[src/sfr_pkg.sv]
// ----------------------------------------------------------------------------
// sfr_pkg
// Shared types and constants for the streaming find-and-replace block.
// ----------------------------------------------------------------------------
package sfr_pkg;

  // Longest search pattern the window can hold
  localparam int PATTERN_BYTES = 8;
  // Longest replacement
  localparam int REPLACE_MAX   = 8;
  // Most result beats one input beat can cause
  localparam int BATCH_MAX     = (PATTERN_BYTES > REPLACE_MAX) ? PATTERN_BYTES : REPLACE_MAX;

  localparam int FILL_W = $clog2(PATTERN_BYTES + 1);
  localparam int CNT_W  = $clog2(BATCH_MAX + 1);
  localparam int LEN_W  = 4;
  localparam int PAT_W  = 64;

  // Configuration port
  localparam int ADDR_W = 5;
  localparam int DATA_W = 64;

  typedef enum logic [1:0] {
    REG_SEARCH_PATTERN  = 2'd0,
    REG_SEARCH_LENGTH   = 2'd1,
    REG_REPLACE_PATTERN = 2'd2,
    REG_REPLACE_LENGTH  = 2'd3
  } sfr_reg_idx_t;

  // Input beat
  typedef struct packed {
    logic [7:0] in_byte;
    logic       in_end;
  } sfr_in_t;

  // Result beat
  typedef struct packed {
    logic [7:0] out_byte;
    logic       out_byte_valid;
    logic       out_end;
  } sfr_out_t;

  // Configuration as seen by the datapath
  typedef struct packed {
    logic [PAT_W-1:0]  search_pattern;
    logic [FILL_W-1:0] search_len;    // saturated to PATTERN_BYTES
    logic [PAT_W-1:0]  replace_pattern;
    logic [CNT_W-1:0]  replace_len;   // saturated to REPLACE_MAX
    logic              win_clear;     // search length was just written
  } sfr_cfg_t;

  // All result beats caused by one input beat
  typedef struct packed {
    logic [BATCH_MAX-1:0][7:0] bytes;
    logic [CNT_W-1:0]          cnt;
    logic                      last;  // stream ends with this batch
    logic                      bare;  // single end marker without data
  } sfr_batch_t;

endpackage

[src/sfr_cfg_regs.sv]
// ----------------------------------------------------------------------------
// sfr_cfg_regs
// APB register file for the search and replacement settings.
// ----------------------------------------------------------------------------
module sfr_cfg_regs
  import sfr_pkg::*;
(
  input  logic              clk,
  input  logic              rst_n,
  input  logic              psel,
  input  logic              penable,
  input  logic              pwrite,
  input  logic [ADDR_W-1:0] paddr,
  input  logic [DATA_W-1:0] pwdata,
  output logic [DATA_W-1:0] prdata,
  output logic              pready,
  output sfr_cfg_t          cfg
);

  logic [PAT_W-1:0] spat_r, spat_nxt;
  logic [LEN_W-1:0] slen_r, slen_nxt;
  logic [PAT_W-1:0] rpat_r, rpat_nxt;
  logic [LEN_W-1:0] rlen_r, rlen_nxt;
  logic             wr_en;
  logic             clr;
  sfr_reg_idx_t     idx;

  assign pready = 1'b1;
  assign wr_en  = psel && penable && pwrite;
  assign idx    = sfr_reg_idx_t'(paddr[ADDR_W-1:3]);

  // Decode register writes
  always_comb begin
    spat_nxt = spat_r;
    slen_nxt = slen_r;
    rpat_nxt = rpat_r;
    rlen_nxt = rlen_r;
    clr      = 1'b0;
    if (wr_en) begin
      case (idx)
        REG_SEARCH_PATTERN: begin
          spat_nxt = pwdata[PAT_W-1:0];
        end
        REG_SEARCH_LENGTH: begin
          slen_nxt = pwdata[LEN_W-1:0];
          clr      = 1'b1;
        end
        REG_REPLACE_PATTERN: begin
          rpat_nxt = pwdata[PAT_W-1:0];
        end
        REG_REPLACE_LENGTH: begin
          rlen_nxt = pwdata[LEN_W-1:0];
        end
        default: begin
          clr = 1'b0;
        end
      endcase
    end
  end

  always_ff @(posedge clk) begin
    if (!rst_n) begin
      spat_r <= '0;
      slen_r <= '0;
      rpat_r <= '0;
      rlen_r <= '0;
    end else begin
      spat_r <= spat_nxt;
      slen_r <= slen_nxt;
      rpat_r <= rpat_nxt;
      rlen_r <= rlen_nxt;
    end
  end

  // Read back
  always_comb begin
    case (idx)
      REG_SEARCH_PATTERN:  prdata = DATA_W'(spat_r);
      REG_SEARCH_LENGTH:   prdata = DATA_W'(slen_r);
      REG_REPLACE_PATTERN: prdata = DATA_W'(rpat_r);
      REG_REPLACE_LENGTH:  prdata = DATA_W'(rlen_r);
      default:             prdata = '0;
    endcase
  end

  // Saturate lengths for the datapath
  always_comb begin
    cfg.search_pattern  = spat_r;
    cfg.replace_pattern = rpat_r;
    cfg.win_clear       = clr;
    if (slen_r > LEN_W'(PATTERN_BYTES)) begin
      cfg.search_len = FILL_W'(PATTERN_BYTES);
    end else begin
      cfg.search_len = FILL_W'(slen_r);
    end
    if (rlen_r > LEN_W'(REPLACE_MAX)) begin
      cfg.replace_len = CNT_W'(REPLACE_MAX);
    end else begin
      cfg.replace_len = CNT_W'(rlen_r);
    end
  end

endmodule

[src/sfr_window.sv]
// ----------------------------------------------------------------------------
// sfr_window
// Sliding window of pending bytes; matches it against the pattern and forms
// the batch of result bytes for each accepted input beat.
// ----------------------------------------------------------------------------
module sfr_window
  import sfr_pkg::*;
(
  input  logic       clk,
  input  logic       rst_n,
  input  sfr_cfg_t   cfg,
  input  logic       accept,
  input  sfr_in_t    in_item,
  output sfr_batch_t batch
);

  logic [PATTERN_BYTES-1:0][7:0] win_r, win_nxt;
  logic [FILL_W-1:0]             fill_r, fill_nxt;

  logic [PATTERN_BYTES-1:0][7:0] wp;
  logic [FILL_W-1:0]             fill_eff;
  logic [FILL_W-1:0]             fill_inc;
  logic                          full;
  logic                          match;
  logic [FILL_W-1:0]             len;

  assign len = cfg.search_len;

  // Place the new byte behind the pending ones
  always_comb begin
    if (len != '0 && fill_r >= len) begin
      fill_eff = len - FILL_W'(1);
    end else begin
      fill_eff = fill_r;
    end
    fill_inc = fill_eff + FILL_W'(1);
    for (int i = 0; i < PATTERN_BYTES; i++) begin
      wp[i] = (FILL_W'(i) == fill_eff) ? in_item.in_byte : win_r[i];
    end
    full  = (fill_inc == len);
    match = 1'b1;
    for (int i = 0; i < PATTERN_BYTES; i++) begin
      if (FILL_W'(i) < len && wp[i] != cfg.search_pattern[8*i +: 8]) begin
        match = 1'b0;
      end
    end
  end

  // Form the result batch and the next window
  always_comb begin
    batch.bytes = '0;
    batch.cnt   = '0;
    batch.last  = in_item.in_end;
    batch.bare  = 1'b0;
    win_nxt     = win_r;
    fill_nxt    = fill_r;
    if (len == '0) begin
      // pass through
      batch.bytes[0] = in_item.in_byte;
      batch.cnt      = CNT_W'(1);
    end else if (full && match) begin
      for (int i = 0; i < REPLACE_MAX; i++) begin
        batch.bytes[i] = cfg.replace_pattern[8*i +: 8];
      end
      batch.cnt = cfg.replace_len;
      fill_nxt  = '0;
    end else begin
      for (int i = 0; i < PATTERN_BYTES; i++) begin
        batch.bytes[i] = wp[i];
      end
      if (full) begin
        // emit the oldest byte, flush the rest on the end beat
        batch.cnt = in_item.in_end ? CNT_W'(len) : CNT_W'(1);
        for (int i = 0; i < PATTERN_BYTES - 1; i++) begin
          win_nxt[i] = wp[i+1];
        end
        fill_nxt = in_item.in_end ? '0 : len - FILL_W'(1);
      end else begin
        batch.cnt = in_item.in_end ? CNT_W'(fill_inc) : '0;
        win_nxt   = wp;
        fill_nxt  = in_item.in_end ? '0 : fill_inc;
      end
    end
    // bare end marker when nothing is left to send
    if (in_item.in_end && batch.cnt == '0) begin
      batch.bytes = '0;
      batch.cnt   = CNT_W'(1);
      batch.bare  = 1'b1;
    end
  end

  always_ff @(posedge clk) begin
    if (!rst_n) begin
      fill_r <= '0;
    end else if (cfg.win_clear) begin
      fill_r <= '0;
    end else if (accept) begin
      fill_r <= fill_nxt;
    end
  end

  always_ff @(posedge clk) begin
    if (accept) begin
      win_r <= win_nxt;
    end
  end

endmodule

[src/sfr_out_queue.sv]
// ----------------------------------------------------------------------------
// sfr_out_queue
// Result register: holds one batch and sends it out one beat per cycle unless out_stall is high.
// ----------------------------------------------------------------------------
module sfr_out_queue
  import sfr_pkg::*;
(
  input  logic       clk,
  input  logic       rst_n,
  input  sfr_batch_t batch,
  input  logic       load_req,
  output logic       can_load,
  output logic       out_valid,
  input  logic       out_stall,
  output sfr_out_t   out_data
);

  logic [BATCH_MAX-1:0][7:0] bytes_r, bytes_nxt;
  logic [CNT_W-1:0]          cnt_r, cnt_nxt;
  logic                      last_r, last_nxt;
  logic                      bare_r, bare_nxt;
  logic                      take;

  assign out_valid = (cnt_r != '0);
  assign take      = out_valid && !out_stall;
  assign can_load  = (cnt_r == '0) || (cnt_r == CNT_W'(1) && !out_stall);

  assign out_data.out_byte       = bytes_r[0];
  assign out_data.out_byte_valid = !bare_r;
  assign out_data.out_end        = last_r && (cnt_r == CNT_W'(1));

  // Load a new batch or advance the current one
  always_comb begin
    bytes_nxt = bytes_r;
    cnt_nxt   = cnt_r;
    last_nxt  = last_r;
    bare_nxt  = bare_r;
    if (take) begin
      for (int i = 0; i < BATCH_MAX - 1; i++) begin
        bytes_nxt[i] = bytes_r[i+1];
      end
      cnt_nxt = cnt_r - CNT_W'(1);
    end
    if (load_req && batch.cnt != '0) begin
      bytes_nxt = batch.bytes;
      cnt_nxt   = batch.cnt;
      last_nxt  = batch.last;
      bare_nxt  = batch.bare;
    end
  end

  always_ff @(posedge clk) begin
    if (!rst_n) begin
      cnt_r <= '0;
    end else begin
      cnt_r <= cnt_nxt;
    end
  end

  always_ff @(posedge clk) begin
    bytes_r <= bytes_nxt;
    last_r  <= last_nxt;
    bare_r  <= bare_nxt;
  end

endmodule

[src/stream_find_replace.sv]
// ----------------------------------------------------------------------------
// stream_find_replace
// Streaming find-and-replace on a byte stream.
// ----------------------------------------------------------------------------
// Each input beat carries one byte; every leftmost, non-overlapping match of
// the search pattern (up to 8 bytes) is replaced by the replacement (0 to 8
// bytes), and in_end flushes the pending window. An input beat's result bytes
// leave from the result register one per cycle while out_stall is low,
// starting the cycle after the beat is taken, so a stream with one result
// per input runs at one byte per clock while out_stall is low. A beat that
// causes n results keeps in_stall high while more than one of them is left
// to send, and also while out_stall holds its last byte; the next beat is
// taken in the cycle the last of the n bytes leaves. Bytes that only fill
// the window produce no result beat. Write configuration only while no beat
// is in flight; writing the search length drops any pending window bytes.
// ----------------------------------------------------------------------------
module stream_find_replace
  import sfr_pkg::*;
(
  input  logic              clk,
  input  logic              rst_n,
  // configuration
  input  logic              psel,
  input  logic              penable,
  input  logic              pwrite,
  input  logic [ADDR_W-1:0] paddr,
  input  logic [DATA_W-1:0] pwdata,
  output logic [DATA_W-1:0] prdata,
  output logic              pready,
  // input stream
  input  logic              in_valid,
  output logic              in_stall,
  input  sfr_in_t           in_data,
  // result stream
  output logic              out_valid,
  input  logic              out_stall,
  output sfr_out_t          out_data
);

  sfr_cfg_t   cfg;
  sfr_batch_t batch;
  logic       can_load;
  logic       accept;

  assign in_stall = !can_load;
  assign accept   = in_valid && can_load;

  sfr_cfg_regs u_cfg (
    .clk     (clk),
    .rst_n   (rst_n),
    .psel    (psel),
    .penable (penable),
    .pwrite  (pwrite),
    .paddr   (paddr),
    .pwdata  (pwdata),
    .prdata  (prdata),
    .pready  (pready),
    .cfg     (cfg)
  );

  sfr_window u_win (
    .clk     (clk),
    .rst_n   (rst_n),
    .cfg     (cfg),
    .accept  (accept),
    .in_item (in_data),
    .batch   (batch)
  );

  sfr_out_queue u_oq (
    .clk       (clk),
    .rst_n     (rst_n),
    .batch     (batch),
    .load_req  (accept),
    .can_load  (can_load),
    .out_valid (out_valid),
    .out_stall (out_stall),
    .out_data  (out_data)
  );

endmodule
[config.mk]
export PLATFORM = sky130hd
export DESIGN_NAME = stream_find_replace
export DESIGN_NICKNAME = d
export VERILOG_FILES = /design/src/sfr_pkg.sv /design/src/sfr_cfg_regs.sv /design/src/sfr_window.sv /design/src/sfr_out_queue.sv /design/src/stream_find_replace.sv
export SDC_FILE = /design/constraint.sdc
export NUM_CORES = 1
export LEC_CHECK = 0
export BUFFER_PORTS_ARGS = -buffer_cell sky130_fd_sc_hd__buf_2
export CAP_MARGIN = 20
export CORE_MARGIN = 5
export CORE_UTILIZATION = 55
export CTS_CLUSTER_DIAMETER = 200
export DETAILED_ROUTE_END_ITERATION = 8
export PLACE_DENSITY_LB_ADDON = 0.25
export SLEW_MARGIN = 0
export SYNTH_ARGS = -nofsm -noshare
export SYNTH_HDL_FRONTEND = slang
export SYNTH_SLANG_ARGS = --single-unit
[constraint.sdc]
create_clock -name clk -period 12 [get_ports clk]
set_input_delay 0.6 -clock clk [delete_from_list [all_inputs] [get_ports clk]]
set_output_delay 0.6 -clock clk [all_outputs]
set_load 0.05 [all_outputs]
**Word level (Yosys, flattened, before mapping)**

Cells that the tools add are included.

- Output and inout bits: 77
- Word-level logic and storage cells: 141
- Input bits: 85
- Register bits: 274

- Equal/unequal tests: 20
- $add $sub $neg: 3
- Bitwise operators: 4
- Magnitude comparators: 11
- Reduce and logical (&&, ||, !) cells: 40
- Mux-type cells: 39

Operators by type and width:

| cell | count |
|---|---|
| $pmux 64 s4 | 1 |
| $mux 56 | 3 |
| $mux 68 | 1 |
| $mux 8 | 8 |
| $ne 8x8->1 | 8 |
| $mux 60 | 1 |
| $mux 4 | 12 |
| $mux 48 | 1 |
| $logic_and 1x1->1 | 18 |
| $eq 3x4->1 const A | 4 |
| $logic_not 4->1 | 4 |
| $lt 3x4->1 const A | 4 |
| $mux 12 | 1 |
| $reduce_bool 4->1 | 3 |
| $mux 1 | 11 |
| $reduce_and 2->1 | 5 |
| $eq 2x4->1 const A | 2 |
| $gt 4x4->1 const B | 2 |
| $lt 1x4->1 const A | 2 |
| $lt 2x4->1 const A | 2 |
| $sub 4x1->4 const B | 2 |
| $add 4x1->4 const B | 1 |
| $eq 1x4->1 const A | 1 |
| $eq 2x2->1 const B | 2 |
| other kinds (12) | 18 |

**Longest topological paths before layout**

- Word-level depth: 26
- Gate-level depth with buffers: 24
- Depth with buffers taken out: 20

**By module**

A second synthesis with hierarchy kept.

- Cell total of the unflattened synthesis: 1827
- Area total of the unflattened synthesis: 16427.0 um2

By module, submodules not included:

| module | area each (um2) | seq. area each (um2) | instances | cells each |
|---|---|---|---|---|
| sfr_window | 7188.1 | 2001.9 | 1 | 871 |
| sfr_cfg_regs | 6209.7 | 2722.6 | 1 | 664 |
| sfr_out_queue | 3019.1 | 2062.0 | 1 | 290 |
| stream_find_replace | 10.0 | 0.0 | 1 | 2 |

**Worst setup path before layout**

No wires, ideal clock.

- Path type: register to register
- From: register u_cfg.slen_r[3]
- To: register u_win.win_r[0] (netlist name), enable pin
- Cell stages (with the launch flop): 19
- Library setup time: 470 ps
- Clock period less this slack: 6134 ps
- Arrival time: 5664 ps
- Slack: 5866 ps
- Required time: 11530 ps
- Buffers on the path: 2
- Path through: dfxtp_1 -> buf_6 -> nand2b_1 -> inv_1 -> ha_1 -> nor3b_2 -> o21a_1 -> nor2_1 -> o21ai_2 -> inv_1 -> ha_1 -> xnor2_2 -> nand2_1 -> nor4b_2 -> mux2_2 -> buf_4 -> nand3_1 -> nor3_2 -> nor2_1

- Longest elaborated chain between the ends: 20
- Elaborated cells between the ends (all ways): 62
- Classes of those cells: add/sub: 2; order compare: 10; eq/ne: 16; mux: 18; bitwise: 2; reduce/logical: 14

RTL lines:

| element | RTL line | source |
|---|---|---|
| start: declaration | sfr_cfg_regs.sv:21 | `logic [LEN_W-1:0] slen_r, slen_nxt;` |
| start signal: assignment | sfr_cfg_regs.sv:69 | `slen_r <= slen_nxt;` |
| $gt 4x4->1 | sfr_cfg_regs.sv:91 | `if (slen_r > LEN_W'(PATTERN_BYTES)) begin` |
| $mux 4 (*) | sfr_cfg_regs.sv:91 |  |
| $ge 4x4->1 or $reduce_bool 4->1 (tied branches) | sfr_window.sv:31 | `if (len != '0 && fill_r >= len) begin` |
| $logic_and 1x1->1 | sfr_window.sv:31 |  |
| $mux 4 | sfr_window.sv:31 |  |
| $logic_not 4->1 | sfr_window.sv:38 | `wp[i] = (FILL_W'(i) == fill_eff) ? in_item.in_byte : win_r[i];` |
| $mux 8 | sfr_window.sv:38 |  |
| $ne 8x8->1 | sfr_window.sv:43 | `if (FILL_W'(i) < len && wp[i] != cfg.search_pattern[8*i +: 8]) begin` |
| $logic_and 1x1->1 | sfr_window.sv:43 |  |
| $mux 1 (8 in a row) | sfr_window.sv:43 |  |
| $logic_and 1x1->1 | sfr_window.sv:61 | `end else if (full && match) begin` |
| $not 1->1 (no source line) | -- |  |
| $reduce_and 3->1 (no source line) (*) | -- |  |
| end signal: assignment | sfr_window.sv:104 | `win_r <= win_nxt;` |
| end: declaration | sfr_window.sv:17 | `logic [PATTERN_BYTES-1:0][7:0] win_r, win_nxt;` |

Mark *: on every way between the ends. The rest lies on a longest branch, timed or not.
A chain may end at the register's enable or synchronous reset.

**Final worst setup path**

- From: register u_cfg.slen_r[3]
- To: register u_oq.bytes_r[41] (netlist name), enable pin

- Longest elaborated chain between the ends: 26
- Elaborated cells between the ends (all ways): 70
- Classes of those cells: add/sub: 2; order compare: 10; eq/ne: 16; mux: 24; reduce/logical: 18

RTL lines:

| element | RTL line | source |
|---|---|---|
| $gt 4x4->1 | sfr_cfg_regs.sv:91 |  |
| $mux 4 (*) | sfr_cfg_regs.sv:91 |  |
| $ge 4x4->1 or $reduce_bool 4->1 (tied branches) | sfr_window.sv:31 |  |
| $logic_and 1x1->1 | sfr_window.sv:31 |  |
| $mux 4 | sfr_window.sv:31 |  |
| $logic_not 4->1 | sfr_window.sv:38 |  |
| $mux 8 | sfr_window.sv:38 |  |
| $ne 8x8->1 | sfr_window.sv:43 |  |
| [... 10 more ...] | -- |  |
| $mux 68 | sfr_window.sv:61 |  |
| $mux 12 (*) | sfr_window.sv:57 | `if (len == '0) begin` |
| $logic_not 4->1 | sfr_window.sv:85 | `if (in_item.in_end && batch.cnt == '0) begin` |
| $logic_and 1x1->1 | sfr_window.sv:85 |  |
| $mux 60 (*) | sfr_window.sv:85 |  |
| $reduce_bool 4->1 (*) | sfr_out_queue.sv:44 | `if (load_req && batch.cnt != '0) begin` |
| $logic_and 1x1->1 (*) | sfr_out_queue.sv:44 |  |
| $reduce_bool 2->1 (no source line) (*) | -- |  |
| end signal: assignment | sfr_out_queue.sv:61 | `bytes_r <= bytes_nxt;` |
| end: declaration | sfr_out_queue.sv:18 | `logic [BATCH_MAX-1:0][7:0] bytes_r, bytes_nxt;` |

Marked as above.

==> impl_results.md <==
* Slew headroom at between 30% and 40%
* WHS at between 0.2 and 0.3 ns
* Slowest CP cell: dfxtp_1
* Adder-cell share of the synthesized area at roughly 1.0%
* Worst-path clk slew at 0.06 ns
* Synth Register Bits at around 270
* Fill cells at 2370
* Ys async rst share at 0%
* DRT Wirelength at around 44 mm
* RePlAce Congestion at around 0.9
* Starting density of the core at 55.9%
* Unrepaired setup endpoints after global routing: no
* Synthesized area per cell at around 9 µm²
* Min Tclk post-route at 7.21 ns
* Antenna viol nets, final at 0
* Xor and xnor fraction of the mapped netlist area at ~6.1%
* Final hold vios at 0
* Post-synth EDFFs at 130
* Site Rows at 61
* Leakage power total at between 7 and 8 nW
* Area leader, netlist: edfxtp_1
* Outcome: finished clean
* Initial DRC count at 1269
* # IOs at 162
* Peak supply drop at just under 0.0001 V
* Simple-Gate Fraction of Synth Area at roughly 18%
* Clk sinks at approximately 270
* # DRC at 0
* Multiplexer share of the synthesized area at between 10% and 20%
* Setup-failing EPs final at 0
* Class of the worst hold path: primary input to flop
* CP Cell Sequence: nand2b_1 -> inv_1 -> ha_1 -> nor3b_2 -> o21a_1 -> nor2_1 -> a21oi_1 -> ha_1 -> nand4_1 -> mux2i_1 -> o2111ai_1 -> nor4_2 -> nor2_1 -> nor3_2 -> a31o_2 -> buf_4 -> nand2_2 -> buf_4
* Power Density at between 150 and 200 nW/µm²
* Crit path required time at 12.23 ns
* Clock Skews at approximately 0.0095 ns
* Top post-synthesis cells by area: edfxtp_1 25%, dfxtp_1 19%, mux2i_1 11%
* Crit path largest cell delay at 0.74 ns
* Worst-margin pin slew at 1.01 ns
* Vias/cell at approximately 5.8
* Initial antenna violation count at 0
* Largest net degree at the start of global routing at 76
* Clk buf depth at 3
* Critical Path End Type: flop
* Die Area at 31800 µm²
* Initial DRT Pass Iterations at 5
* Synthesized area at approximately 16000 µm²
* Dpl hpwl at ~29 mm
* First-pass GRT wire length at 67.7 mm
* Register area share after synthesis at approximately 44%
* Fin. max-slew vios at 0
* Final global-route overflow total at 0
* Synth Warn # at 0
* Worst skew pair latency at 0.57 ns
* Vias at roughly 13000
* TNS Setup at 0 ns
* Die H at 178 µm
* Yosys cell types at between 70 and 80
* Period utilization at 60.1%
* Peak Freq at 0.139 GHz
* Overall Global Routing Usage at between 20% and 30%
* Synth Area in Compound Gates at around 14%
* Worst setup SP type: flop
* Count leader, synth: nand2_1
* Antenna cell count at 0
* H-tree Lvls at 1
* Post-Syn Instances at about 1700
* Number of global-route vias before repair at approximately 12000
* Clock root buffer: clkbuf_16
* Main combinational cell family by area after synthesis: simple AND/OR/NAND/NOR gates
* Hold Buf Count CTS at 0
* Layout cells sized above 1 at between 10% and 20%
* Net Count, Synth at 1814
* Crit path max fanout at 60
* Port Buffers at 157
* Main synth FF type: dfxtp_1
* Setup CP Type: flop to flop
* Setup repair bufs after CTS at 0
* Total CTS buffers at 29
* Die width at 178 µm
* Max cap viols at 0
* Core area at 27900 µm²
* Area Growth Syn to Fin at 11.1%
* CTS tree: yes
* Yosys top cell area share at 25.1%
* List of most frequent post-synthesis cells: 393 x nand2_1, 164 x mux2i_1, 144 x dfxtp_1
* CTS resizes at 0
* Nets at between 1500 and 2000
* WL per Instance at ~20 µm
* WP data arrival at 7.44 ns
==> metrics by stage <==
| stage | total power, mW | instances | util [%] | worst slack [ns] | area (µm²) |
|---|---|---|---|---|---|
| after global routing | 2.85 | 2190 | 62.1 | 4.30 | 17300 |
| after global placement | 1.85 | 2136 | 58.7 | 4.92 | 16400 |
| after detailed placement | 1.87 | 2136 | 58.7 | 4.87 | 16400 |
| after CTS | 2.75 | 2190 | 62.1 | 4.85 | 17300 |
| final | 2.74 | 2190 | 62.1 | 4.79 | 17300 |
| after floorplan | 1.71 | 1716 | - | 5.87 | 15600 |
==> report_power, final <==
part / leakage (nW) / switching, mW / total, mW / internal, mW
sequential: 2.40 / 0.0516 / 1.24 / 1.19
combinational: 4.41 / 0.450 / 0.617 / 0.167
clock: 0.459 / 0.379 / 0.883 / 0.504
==> final timing paths <==
path / start / to / slack [ns] / cells after the start
setup / recovery: u_cfg.slen_r[3] / u_oq.bytes_r[41] / 4.79 / 18
hold / removal: pwdata[43] / u_cfg.spat_r[43] / 0.29 / 3
setup reg to reg: u_cfg.slen_r[3] / u_oq.bytes_r[41] / 4.79 / 18
hold reg to reg: u_cfg.rpat_r[48] / u_cfg.rpat_r[48] / 0.48 / 2
==> flip-flops by register name, summed over array words and instances, names as in the netlist <==
name and cells:
u_cfg.spat_r 64, u_oq.cnt_r 4, u_oq.bytes_r 56, u_win.fill_r 4, u_cfg.rpat_r 64, u_cfg.rlen_r 4, u_win.win_r 64, u_oq.bare_r 1
u_oq.out_data 8, u_cfg.slen_r 4, u_oq.last_r 1
==> final cells by class <==
cell class                      instances  area, µm²  area share [%]
Sequential cell                       274       6790            39.2
Multi-Input combinational cell       1288       8110            46.9
Inverter                               25       93.8           0.542
Tap cell                              378        473            2.73
Clock buffer                           45        878            5.08
Clock inverter                          9       60.1           0.347
Timing Repair Buffer                  171        896            5.18
==> kinds of logic (layout without fill, tap and decap cells) <==
group | after synthesis | count (layout)
multiplexers | 184 | 184
XOR/XNOR | 108 | 108
AND/OR/NAND/NOR | 634 | 634
other | 1 | 1
flip-flops | 274 | 274
buffers and inverters | 154 | 250
AO/OA/AOI/OAI | 348 | 348
adder cells (fa/ha/maj) | 13 | 13
==> metal layers <==
layer | wire length, µm | part of all wire [%] | GRT usage, %
met5 | 0 | 0 | 0
met4 | 1310 | 3.0 | 8.79
met3 | 3340 | 7.7 | 3.37
met2 | 20500 | 47 | 44.3
met1 | 18300 | 42 | 36.6
==> critical path, delay by kind of cell (launching register included) <==
family,cells,cell delay (ns)
adders and majority gates,2,0.68
and+or+nand+nor,8,2.63
muxes,1,0.41
DFF,1,0.74
buffers and inverters,3,1.17
AOI/OAI and AO/OA,4,1.16
==> placed cells by master, fill, tap and decap left out, drive strengths merged, types with 5 or more instances in the layout <==
cell and count:
nand3 11, nor3b 13, dfxtp 144, nor2b 13, nand2 394, a21oi 35, buf 171, o21a 11
nor4 22, nand4 14, a21boi 131, nand2b 10, xor2 76, mux2 15, and2 7, nor3 11
o21ai 130, a31oi 5, edfxtp 130, mux2i 165, o211ai 7, xnor2 32, inv 27, ha 13
clkinv 6, nor2 119, clkbuf 45
(Power assumes the default switching activity.)
